--- config.mk ---
export PLATFORM = sky130hd
export DESIGN_NAME = positional_list_engine
export DESIGN_NICKNAME = d
export VERILOG_FILES = /design/src/ple_pkg.sv /design/src/positional_list_engine.sv /design/src/ple_cell.sv
export SDC_FILE = /design/constraint.sdc
export NUM_CORES = 1
export LEC_CHECK = 0
export ABC_CLOCK_PERIOD_IN_PS = 4400
export BUFFER_PORTS_ARGS = -buffer_cell sky130_fd_sc_hd__buf_4
export CAP_MARGIN = 20
export CORE_MARGIN = 4
export CORE_UTILIZATION = 45
export CTS_BUF_LIST = sky130_fd_sc_hd__clkbuf_16
export DETAILED_ROUTE_END_ITERATION = 10
export GPL_TIMING_DRIVEN = 0
export HOLD_SLACK_MARGIN = 0.12
export PLACE_DENSITY_LB_ADDON = 0.12
export SLEW_MARGIN = 20
export SYNTH_ARGS = -nofsm -noshare
export SYNTH_HDL_FRONTEND = slang
export SYNTH_HIERARCHICAL = 1
export SYNTH_SLANG_ARGS = --single-unit
--- constraint.sdc ---
create_clock -name clk -period 4.4 [get_ports clk]
set_clock_uncertainty 0.05 [all_clocks]
set_input_delay 0.44 -clock clk [delete_from_list [all_inputs] [get_ports clk]]
set_output_delay 0.44 -clock clk [all_outputs]
set_load 0.02 [all_outputs]
--- src/ple_pkg.sv ---
// ----------------------------------------------------------------------------
// ple_pkg
// shared types and constants of the positional list engine
// ----------------------------------------------------------------------------
package ple_pkg;

  localparam int CAPACITY = 16;
  localparam int IDX_W    = $clog2(CAPACITY);
  localparam int CNT_W    = $clog2(CAPACITY + 1);
  localparam int POS_W    = 5;
  localparam int DATA_W   = 8;
  localparam int CMD_W    = 2;

  // command codes
  localparam logic [CMD_W-1:0] CMD_INSERT = 2'd0;
  localparam logic [CMD_W-1:0] CMD_DELETE = 2'd1;
  localparam logic [CMD_W-1:0] CMD_READ   = 2'd2;

  typedef enum logic [1:0] {
    ST_OK     = 2'd0,
    ST_BOUNDS = 2'd1,
    ST_EMPTY  = 2'd2,
    ST_FULL   = 2'd3
  } ple_status_t;

  typedef struct packed {
    logic [CMD_W-1:0]  cmd;
    logic [POS_W-1:0]  position;
    logic [DATA_W-1:0] value;
  } ple_in_t;

  typedef struct packed {
    ple_status_t       status;
    logic [CNT_W-1:0]  length;
    logic [DATA_W-1:0] read_value;
  } ple_out_t;

  // control broadcast to every cell of the row
  typedef struct packed {
    logic              ins;
    logic              del;
    logic [POS_W-1:0]  pos;
    logic [DATA_W-1:0] value;
  } ple_cell_ctl_t;

endpackage

--- src/positional_list_engine.sv ---
// ----------------------------------------------------------------------------
// positional_list_engine
// bounded ordered byte list with insert, delete and read at a position
// ----------------------------------------------------------------------------
// the result strobes on out_valid in the cycle after start
// throughput: 1 item per cycle, busy stays low; the cell row shifts every
//   slot in parallel and the read is a single slot select
// reset: synchronous active-low rst_n clears the element count and strobe;
//   slot contents are not cleared, only slots below the count are read
// the receiver cannot stall, each result is shown for exactly one cycle
module positional_list_engine (
  input  logic             clk,
  input  logic             rst_n,
  input  logic             start,
  output logic             busy,
  input  ple_pkg::ple_in_t in_item,
  output logic             out_valid,
  output ple_pkg::ple_out_t out_item
);
  import ple_pkg::*;

  logic                accept;
  logic [CNT_W-1:0]    count_r;
  logic [CNT_W-1:0]    count_nxt;
  logic                out_valid_r;
  logic                out_valid_nxt;
  ple_out_t            out_item_r;
  ple_out_t            out_item_nxt;
  ple_cell_ctl_t       cell_ctl;
  logic [DATA_W-1:0]   cell_data [CAPACITY];
  logic [POS_W-1:0]    pos_cnt;
  ple_status_t         status;
  logic [DATA_W-1:0]   rd_value;

  // every item is taken as it arrives, so nothing is ever pending
  assign busy   = 1'b0;
  assign accept = start && !busy;

  // position compared against the count at position width
  assign pos_cnt = POS_W'(count_r);

  // row of cells: slot g takes from g-1 on insert, from g+1 on delete
  for (genvar g = 0; g < CAPACITY; g++) begin : g_cell
    logic [DATA_W-1:0] left_d;
    logic [DATA_W-1:0] right_d;
    if (g == 0) begin : g_head
      assign left_d = '0;
    end else begin : g_mid_l
      assign left_d = cell_data[g-1];
    end
    if (g == CAPACITY - 1) begin : g_tail
      assign right_d = '0;
    end else begin : g_mid_r
      assign right_d = cell_data[g+1];
    end
    ple_cell u_cell (
      .clk        (clk),
      .ctl        (cell_ctl),
      .cell_idx   (IDX_W'(g)),
      .left_data  (left_d),
      .right_data (right_d),
      .data_out   (cell_data[g])
    );
  end

  // command decode, bounds checks and count update
  always_comb begin
    cell_ctl       = '0;
    cell_ctl.pos   = in_item.position;
    cell_ctl.value = in_item.value;
    count_nxt      = count_r;
    status         = ST_OK;
    rd_value       = '0;
    case (in_item.cmd)
      CMD_INSERT: begin
        if (count_r >= CNT_W'(CAPACITY)) begin
          status = ST_FULL;
        end else if (in_item.position > pos_cnt) begin
          status = ST_BOUNDS;
        end else begin
          cell_ctl.ins = accept;
          count_nxt    = count_r + 1'b1;
        end
      end
      CMD_DELETE: begin
        if (count_r == '0) begin
          status = ST_EMPTY;
        end else if (in_item.position >= pos_cnt) begin
          status = ST_BOUNDS;
        end else begin
          cell_ctl.del = accept;
          count_nxt    = count_r - 1'b1;
        end
      end
      CMD_READ: begin
        if (count_r == '0) begin
          status = ST_EMPTY;
        end else if (in_item.position >= pos_cnt) begin
          status = ST_BOUNDS;
        end else begin
          // position is below the count here, so the low bits index a slot
          rd_value = cell_data[in_item.position[IDX_W-1:0]];
        end
      end
      default: begin
        // reserved command leaves the list alone
        status = ST_BOUNDS;
      end
    endcase
    out_valid_nxt           = accept;
    out_item_nxt.status     = status;
    out_item_nxt.length     = count_nxt;
    out_item_nxt.read_value = rd_value;
  end

  always_ff @(posedge clk) begin
    if (!rst_n) begin
      count_r     <= '0;
      out_valid_r <= 1'b0;
    end else begin
      out_valid_r <= out_valid_nxt;
      if (accept) begin
        count_r <= count_nxt;
      end
    end
  end

  // result payload needs no reset, it is qualified by the strobe
  always_ff @(posedge clk) begin
    if (accept) begin
      out_item_r <= out_item_nxt;
    end
  end

  assign out_valid = out_valid_r;
  assign out_item  = out_item_r;

  // every accepted item yields exactly one strobe on the next cycle
  a_one_result: assert property (@(posedge clk) disable iff (!rst_n)
    accept |=> out_valid)
    else $error("accepted item gave no result");

  a_no_spurious: assert property (@(posedge clk) disable iff (!rst_n)
    !accept |=> !out_valid)
    else $error("result strobe without an accepted item");

  // count moves by at most one per clock and never passes capacity
  a_count_step: assert property (@(posedge clk) disable iff (!rst_n)
    (count_r == $past(count_r)) || (count_r == $past(count_r) + 1'b1) ||
    (count_r == $past(count_r) - 1'b1))
    else $error("count jumped by more than one");

  a_count_cap: assert property (@(posedge clk) disable iff (!rst_n)
    count_r <= CNT_W'(CAPACITY))
    else $error("count above capacity");

  // a full report always comes with a full list
  a_full_len: assert property (@(posedge clk) disable iff (!rst_n)
    (out_valid && (out_item.status == ST_FULL)) |->
      (out_item.length == CNT_W'(CAPACITY)))
    else $error("full status with list not full");

endmodule

--- src/ple_cell.sv ---
// ----------------------------------------------------------------------------
// ple_cell
// one list slot: holds a byte and shifts toward either neighbor
// ----------------------------------------------------------------------------
module ple_cell (
  input  logic                         clk,
  input  ple_pkg::ple_cell_ctl_t       ctl,
  input  logic [ple_pkg::IDX_W-1:0]    cell_idx,
  input  logic [ple_pkg::DATA_W-1:0]   left_data,
  input  logic [ple_pkg::DATA_W-1:0]   right_data,
  output logic [ple_pkg::DATA_W-1:0]   data_out
);
  import ple_pkg::*;

  logic [DATA_W-1:0] data_r;
  logic [DATA_W-1:0] data_nxt;
  logic [POS_W-1:0]  idx_ext;

  assign idx_ext = POS_W'(cell_idx);

  always_comb begin
    data_nxt = data_r;
    if (ctl.ins) begin
      if (idx_ext == ctl.pos) begin
        data_nxt = ctl.value;
      end else if (idx_ext > ctl.pos) begin
        data_nxt = left_data;
      end
    end else if (ctl.del && (idx_ext >= ctl.pos)) begin
      data_nxt = right_data;
    end
  end

  always_ff @(posedge clk) begin
    data_r <= data_nxt;
  end

  assign data_out = data_r;

endmodule

Word level (Yosys, flattened, before mapping)
Index checks and enable logic that the tools add are counted.

Add/sub/neg operators: 2. $lt $le $gt $ge: 36. Eq/ne operators: 33. Muxes and demuxes: 83. Bitwise gates (word level): 2. Reductions and logical operators: 53.

Operators with widths (count): $mux 8 (66); $ne 3x1->1 const B (16); $eq 4x5->1 const A (8); $ge 4x5->1 const A (8); $gt 4x5->1 const A (8); $bmux 8 s4 (1); $reduce_and 2->1 (16); $reduce_bool 2->1 (16); $eq 3x5->1 const A (4); $ge 3x5->1 const A (4); $gt 3x5->1 const A (4); $mux 5 (4); $logic_and 1x1->1 (16); $eq 2x5->1 const A (2); $ge 1x5->1 const A (2); $ge 2x5->1 const A (2); $ge 5x5->1 const B (2); $gt 1x5->1 const A (2); $gt 2x5->1 const A (2); $logic_not 5->1 (2); $pmux 5 s2 (1); $mux 1 (8); $add 5x1->5 const B (1); $eq 1x5->1 const A (1); 12 further kinds (13).

Register bits after elaboration: 149. Output and inout port bits: 17.

Depth between registers and ports, before layout
Gate-level depths: netlist (run 1).

Depth in word-level cells: 7. Mapped depth: 11. Gate-level depth less buffers: 9.

Modules after synthesis
Netlist (run 1), hierarchy kept.

Modules (own cells, without submodules): ple_cell at g_cell[0].u_cell ... (instances 15, cells each 64, area each 564.3 µm², sequential area each 240.2 µm²); positional_list_engine (instances 1, cells each 185, area each 2407.3 µm², sequential area each 570.5 µm²); ple_cell at g_cell[9].u_cell (instances 1, cells each 64, area each 590.6 µm², sequential area each 240.2 µm²).

Least setup slack after synthesis (run 1)
OpenSTA, ideal clock, no wires.

Kind: input-to-reg. From: input port in_item[8] (netlist name). To: register g_cell[0].u_cell.data_r[0] (enable). Setup time: 376 ps. Data arrival time: 3929 ps. Data required time: 3974 ps. Path slack: 44 ps. Cell stages on the path: 10. Buffers on the path: 2. Cell sequence: buf_6 buf_8 inv_1 ha_1 nor2b_1 o221ai_1 nor3_1 nor2_2 or3_1 o22ai_1.

RTL lines: start: declaration (RTL line positional_list_engine.sv:16) `input ple_pkg::ple_in_t in_item,`; end signal: assignment (RTL line ple_cell.sv:35) `data_r <= data_nxt;`; end: declaration (RTL line ple_cell.sv:15) `logic [DATA_W-1:0] data_r;`.

==> results of run 1 <==
## area by class of cell
cell class	count	area, um2
timing repair buffer	36	274
sequential	149	4410
inverter	76	285
clock buffer	17	425
buffer	76	523
clock inverter	14	153
multi-input combinational	987	6560
tap	330	413
fill	2376	12100
## power breakdown
| part | switching, mW | total [mW] | internal [mW] |
|---|---|---|---|
| logic | 0.432 | 0.687 | 0.254 |
| clock network | 0.612 | 1.45 | 0.837 |
| registers | 0.0235 | 1.60 | 1.58 |
## kinds of logic after synthesis
group / Yosys count
muxes: 42
xor gates and xnor gates: 1
AOI/OAI and AO/OA: 343
buffers and inverters: 152
and+or+nand+nor: 445
other: 2
adders and majority gates: 75
DFF: 149
## layout by cell type, fill, tap and decap left out, types with 17 or more instances in the layout
| master | count |
|---|---|
| mux4_1 | 30 |
| nand2_1 | 27 |
| buf_6 | 22 |
| buf_2 | 45 |
| a31oi_1 | 129 |
| and2_1 | 17 |
| ha_1 | 75 |
| o21ai_0 | 154 |
| clkbuf_16 | 17 |
| edfxtp_1 | 143 |
| nor2_1 | 134 |
| nor3_1 | 18 |
| inv_1 | 76 |
| nand3_1 | 132 |
| buf_4 | 36 |
| a21oi_1 | 24 |
| nor2b_1 | 40 |
| conb_1 | 81 |
## state kept, by name, summed over array words and instances, names as in the netlist
register and flops:
g_cell.u_cell/data_out 128, out_item 15, count_r 5, out_valid 1
## routing by layer
metal / vias to the layer above / wire length (um)
met4: 0 / 1410
met3: 81 / 3330
met2: 509 / 15600
li1: 4796 / -
met1: 4723 / 16100
met5: - / 0
## what timing repair did
| item | in CTS | in global routing |
|---|---|---|
| endpoints found under the hold margin | 0 | 0 |
| resized for setup | 0 | 3 |
| endpoints found under the setup margin | 0 | 128 |
## stage by stage
stage	power, mW	worst slack (ps)
2_1_floorplan	2.08	44.5
3_5_place_dp	2.30	-286
6_report	3.74	150
5_1_grt	3.88	6.32
3_3_place_gp	2.29	-2800
4_1_cts	3.73	156
## critical path, stage by stage
cell and delay [ps]:
buf_4 350, buf_6 200, buf_8 160, inv_1 80, ha_1 330, nor2b_1 220, o221ai_1 320, nor3_2 590
buf_4 310, buf_6 180, nor2_2 50, or3_1 330, o22ai_1 650
## final timing paths
kind | from | end | slack [ps]
worst max-delay path | in_item[8] | g_cell[7].u_cell/data_out[3] | 150
worst min-delay path | rst_n | out_valid | 200
worst max register to register | count_r[4] | g_cell[7].u_cell/data_out[3] | 250
worst min register to register | count_r[1] | count_r[1] | 470
==> results.rst, run 1 <==
.. list-table::
   :header-rows: 1

   * - Metric
     - Value
   * - Post-detailed-placement cell area
     - 12500 um2
   * - Worst vdd ir
     - 0.000224 V
   * - Hold WS
     - 204 ps
   * - Fraction of layout cells with a size suffix above 1
     - 12.6%
   * - CTS Hold Buffers Added
     - 0
   * - Floorplan die height
     - 168 um
   * - Met3 Resource Use GR
     - 4.70%
   * - Average footprint of a synthesized cell
     - 9.48 um2
   * - Portion of synthesized cell area occupied by the leading cell type
     - 37.5%
   * - Number of vias per cell after detailed routing
     - 6.00
   * - Via count of the first global-routing pass
     - 9124
   * - Top area cells in the synthesized netlist
     - edfxtp_1 (37%), ha_1 (8.2%), a31oi_1 (7.0%), mux4_1 (6.9%), o21ai_0 (6.7%)
   * - Final sum of negative setup slack
     - 0 ps
   * - Detailed Routing Iterations Pass 1
     - 6
   * - Number of H-tree levels
     - 4
   * - DR iter-0 viols
     - 1070
   * - Arr. time, crit path
     - 4250 ps
   * - Final Max Slew Viols
     - 0
   * - EDFF count, synth
     - 143
   * - Type of element capturing the critical path
     - register
   * - Async set or reset register ratio after synthesis
     - 0%
   * - Worst Setup Start Kind
     - input port
   * - Placed Cells incl. Taps
     - 1654
   * - Adder and majority gate portion of the synthesized area
     - 8.19%
   * - Count of inserted antenna diode cells
     - 0
   * - Path class of the lowest-slack min-delay path
     - in -> reg
   * - Clock latency reported for the late side of the worst-skew pair
     - 430 ps
   * - IO Pins
     - 35
   * - Placed wire-length estimate after detailed placement
     - 26.3 mm
   * - Post-synthesis simple-gate area fraction
     - 19.8%
   * - Fraction of the cycle the final worst path needs
     - 96.6%
   * - Main flop type after synthesis
     - edfxtp_1
   * - Layout-stage area growth over the synthesis result
     - 13.8%
   * - Number of antenna violations at the first check in global routing
     - 0
   * - Fin cells
     - 1685
   * - Die area
     - 28100 um2
   * - Count of synthesis-stage warnings from yosys
     - 6
   * - Detailed-route wire length
     - 36.5 mm
   * - Fin nets
     - 1436
   * - Biggest fanout along the worst timing path
     - 17
   * - Longest Clk Path Bufs
     - 2
   * - Critical path class
     - in -> reg
   * - Fraction of synthesized cell area in xor and xnor cells
     - 0.0764%
   * - Worst Reg-to-Reg Cells
     - 10
   * - Worst path required time
     - 4390 ps
   * - Register bit total from synthesis
     - 149
   * - P_leak
     - 5.03 nW
   * - Met2 layer usage reported by global route
     - 38.0%
   * - Headroom to the max-slew limit
     - 40.1%
   * - Number of clock sinks
     - 149
   * - Setup repair after global routing missed its margin
     - no
   * - Clock tree from TritonCTS
     - done
   * - Placement Rows
     - 58
   * - Power per cell area
     - 287 nW/um2
   * - Global-route layer with the greatest usage
     - met2
   * - GP Congestion
     - 0.891
   * - Final core area utilization
     - 51.9%
   * - Transition time at the pin with the least slew margin
     - 899 ps
   * - Met1 GRT Util
     - 37.0%
   * - CTS clock-pin slew for the worst setup and hold paths
     - 70 ps
   * - Most used standard cell by instance count after synthesis
     - o21ai_0
   * - Hold Path Cell Cnt
     - 3
   * - Synthesized instance count
     - 1209
   * - Timing-limited maximum frequency
     - 235 MHz
   * - Seq/Total Area, Yosys
     - 38.5%
   * - Final setup vio count
     - 0
   * - GRT overflow
     - 0
   * - Clock period minus worst slack
     - 4250 ps
   * - Cell taking the most area after synthesis
     - edfxtp_1
   * - Clock tree root buffer cell
     - clkbuf_16
   * - Most instantiated cells after synthesis
     - o21ai_0 (154), edfxtp_1 (143), nor2_1 (134), nand3_1 (132), a31oi_1 (129)
   * - Area of the placeable core
     - 25100 um2
   * - Count of maximum capacitance violations
     - 0
   * - DRC Markers
     - 0
   * - Compound-cell area share of the yosys netlist
     - 17.3%
   * - Post-detailed-route wirelength per cell
     - 21.7 um
   * - Cts bufs inserted
     - 17
   * - Number of distinct library cells after synthesis
     - 52
   * - Dominant combinational cell family by area after synthesis
     - simple AND/OR/NAND/NOR gates
   * - Count of final hold-check violations
     - 0
   * - Initial Util
     - 45.6%
   * - Count of input and output buffers
     - 33
   * - Total number of vias
     - 10109
   * - Setup bufs post-CTS
     - 0
   * - Non-Filler Cell Area, Final
     - 13000 um2
   * - Mux contribution to synthesized area
     - 9.03%
   * - First-pass GRT wire length
     - 54.5 mm
   * - Total global-route track usage
     - 25.5%
   * - Status
     - finished, final reports clean
   * - Antenna-violating nets left
     - 0
   * - Die width
     - 168 um
   * - Pin count of the biggest net entering global routing
     - 66
   * - Post-synthesis instance area
     - 11500 um2
Power figures use the tool's default switching activity.
==> inputs of run 2 (changes only) <==
==> constraint.sdc (replaced) <==
create_clock -name clk -period 4.4 [get_ports clk]
set_clock_uncertainty 0.05 [all_clocks]
set_input_delay 0.22 -clock clk [delete_from_list [all_inputs] [get_ports clk]]
set_output_delay 0.22 -clock clk [all_outputs]
set_load 0.02 [all_outputs]
==> results.rst, run 2 (synthesized netlist as in run 1, its figures left out) <==
.. list-table::
   :header-rows: 1

   * - Metric
     - Value
   * - Layout-stage area growth over the synthesis result
     - 13.9%
   * - Pin count of the biggest net entering global routing
     - 66
   * - Critical path class
     - reg -> reg
   * - Setup repair after global routing missed its margin
     - no
   * - Initial Util
     - 45.6%
   * - Worst Reg-to-Reg Cells
     - 10
   * - Clock tree from TritonCTS
     - done
   * - Commonest cells after routing, fill and taps aside
     - o21ai_0 (154), edfxtp_1 (143), nor2_1 (134), nand3_1 (132), a31oi_1 (129)
   * - Placement Rows
     - 58
   * - Clock tree root buffer cell
     - clkbuf_16
   * - Worst vdd ir
     - 0.000223 V
   * - Clock latency reported for the late side of the worst-skew pair
     - 430 ps
   * - Footprint of the multi-input gates
     - 6560 um2
   * - Count of final hold-check violations
     - 0
   * - First-pass GRT wire length
     - 54.5 mm
   * - Via count of the first global-routing pass
     - 9133
   * - P_leak
     - 5.04 nW
   * - Placed wire-length estimate after detailed placement
     - 26.3 mm
   * - Timing-limited maximum frequency
     - 242 MHz
   * - Fraction of the cycle the final worst path needs
     - 94.0%
   * - Max FFs per register
     - 128
   * - Worst Setup Start Kind
     - register
   * - Post-detailed-route wirelength per cell
     - 21.6 um
   * - Final Max Slew Viols
     - 0
   * - Clock period minus worst slack
     - 4140 ps
   * - Number of clock sinks
     - 149
   * - Biggest fanout along the worst timing path
     - 9
   * - Register cell area after layout
     - 4410 um2
   * - Number of vias per cell after detailed routing
     - 5.96
   * - CTS clock-pin slew for the worst setup and hold paths
     - 70 ps
   * - IO Pins
     - 35
   * - Final setup vio count
     - 0
   * - Area of the placeable core
     - 25100 um2
   * - Die width
     - 168 um
   * - Detailed Routing Iterations Pass 1
     - 5
   * - Power per cell area
     - 286 nW/um2
   * - Worst path required time
     - 4390 ps
   * - Number of H-tree levels
     - 4
   * - Headroom to the max-slew limit
     - 40.1%
   * - Crit path to
     - g_cell[7].u_cell/data_out[3]
   * - Fin nets
     - 1437
   * - Type of element capturing the critical path
     - register
   * - Fill cell total of the finished layout
     - 2375
   * - DRC Markers
     - 0
   * - GRT overflow
     - 0
   * - Longest Clk Path Bufs
     - 2
   * - Count of input and output buffers
     - 33
   * - Cts bufs inserted
     - 17
   * - Total number of vias
     - 10056
   * - Die area
     - 28100 um2
   * - Commonest non-fill, non-tap cell in the layout
     - o21ai_0
   * - Detailed-route wire length
     - 36.5 mm
   * - Status
     - finished, final reports clean
   * - Total global-route track usage
     - 25.5%
   * - Number of antenna violations at the first check in global routing
     - 0
   * - Worst flop-to-flop path startpoint
     - count_r[4]
   * - Fraction of layout cells with a size suffix above 1
     - 12.6%
   * - Path class of the lowest-slack min-delay path
     - in -> reg
   * - Worst setup slack for register-to-register paths
     - 260 ps
   * - Hold WS
     - 141 ps
   * - DR iter-0 viols
     - 1144
   * - GP Congestion
     - 0.891
   * - Crit path from
     - count_r[4]
   * - Antenna-violating nets left
     - 0
   * - End of the worst register-to-register path
     - g_cell[7].u_cell/data_out[3]
   * - Power consumption
     - 3.74 mW
   * - Arr. time, crit path
     - 4130 ps
   * - Count of maximum capacitance violations
     - 0
   * - Count of inserted antenna diode cells
     - 0
   * - Transition time at the pin with the least slew margin
     - 898 ps
   * - Floorplan die height
     - 168 um
   * - Setup bufs post-CTS
     - 0
## run 2: how the worst min path moves through the flow
stage,cells past startpoint,to,start,slack [ps]
final,3,out_valid,start,140
after global routing,1,out_item[10],start,140
after CTS,3,out_valid,start,120
after detailed placement,3,out_valid,rst_n,420
after global placement,3,out_valid,rst_n,420
after floorplan,2,out_valid,start,280
## run 2: routing by layer
layer / global-route usage, % / share of wire [%]
met5: 0 / 0
met3: 4.70 / 8.5
met2: 38.0 / 43
met1: 37.0 / 45
met4: 9.56 / 3.7
## run 2: metrics by stage
step | utilization [%] | TNS (ps) | setup WS [ps] | instances | cell area, um2
2_1_floorplan | - | 0 | 197 | 1288 | 11800
3_3_place_gp | 49.5 | -323790 | -2580 | 1651 | 12400
3_5_place_dp | 49.6 | -969 | -65.9 | 1654 | 12500
4_1_cts | 51.9 | 0 | 183 | 1686 | 13000
5_1_grt | 52.0 | 0 | 15.1 | 1686 | 13100
6_report | 52.0 | 0 | 262 | 1686 | 13100
## run 2: worst max-delay path, stage by stage (launching register included)
cell and delay [ps]:
dfxtp_1 500, inv_1 160, ha_1 350, a21oi_1 270
o221ai_1 320, nor3_2 600, buf_4 310, buf_6 170
nor2_2 50, or3_1 340, o22ai_1 650
## run 2: area by class of cell
class | instances | area share (%)
multi-input combinational | 987 | 50.2
sequential | 149 | 33.8
buffer | 76 | 4.01
clock buffer | 17 | 3.26
tap | 330 | 3.16
inverter | 76 | 2.19
timing repair buffer | 37 | 2.18
clock inverter | 14 | 1.17
## run 2: power breakdown
part	switching, mW	internal, mW	total (mW)	leakage, nW
Sequential	0.0234	1.58	1.60	1.35
Clock	0.611	0.837	1.45	0.274
Combinational	0.433	0.255	0.688	3.41
Total	1.07	2.67	3.74	5.04
## run 2: repair_timing
| action | CTS | global route |
|---|---|---|
| hold buffers | 1 | 0 |
| hold endpoints to repair | 4 | 0 |
| gates resized for setup | 0 | 3 |
| setup endpoints to repair | 0 | 128 |
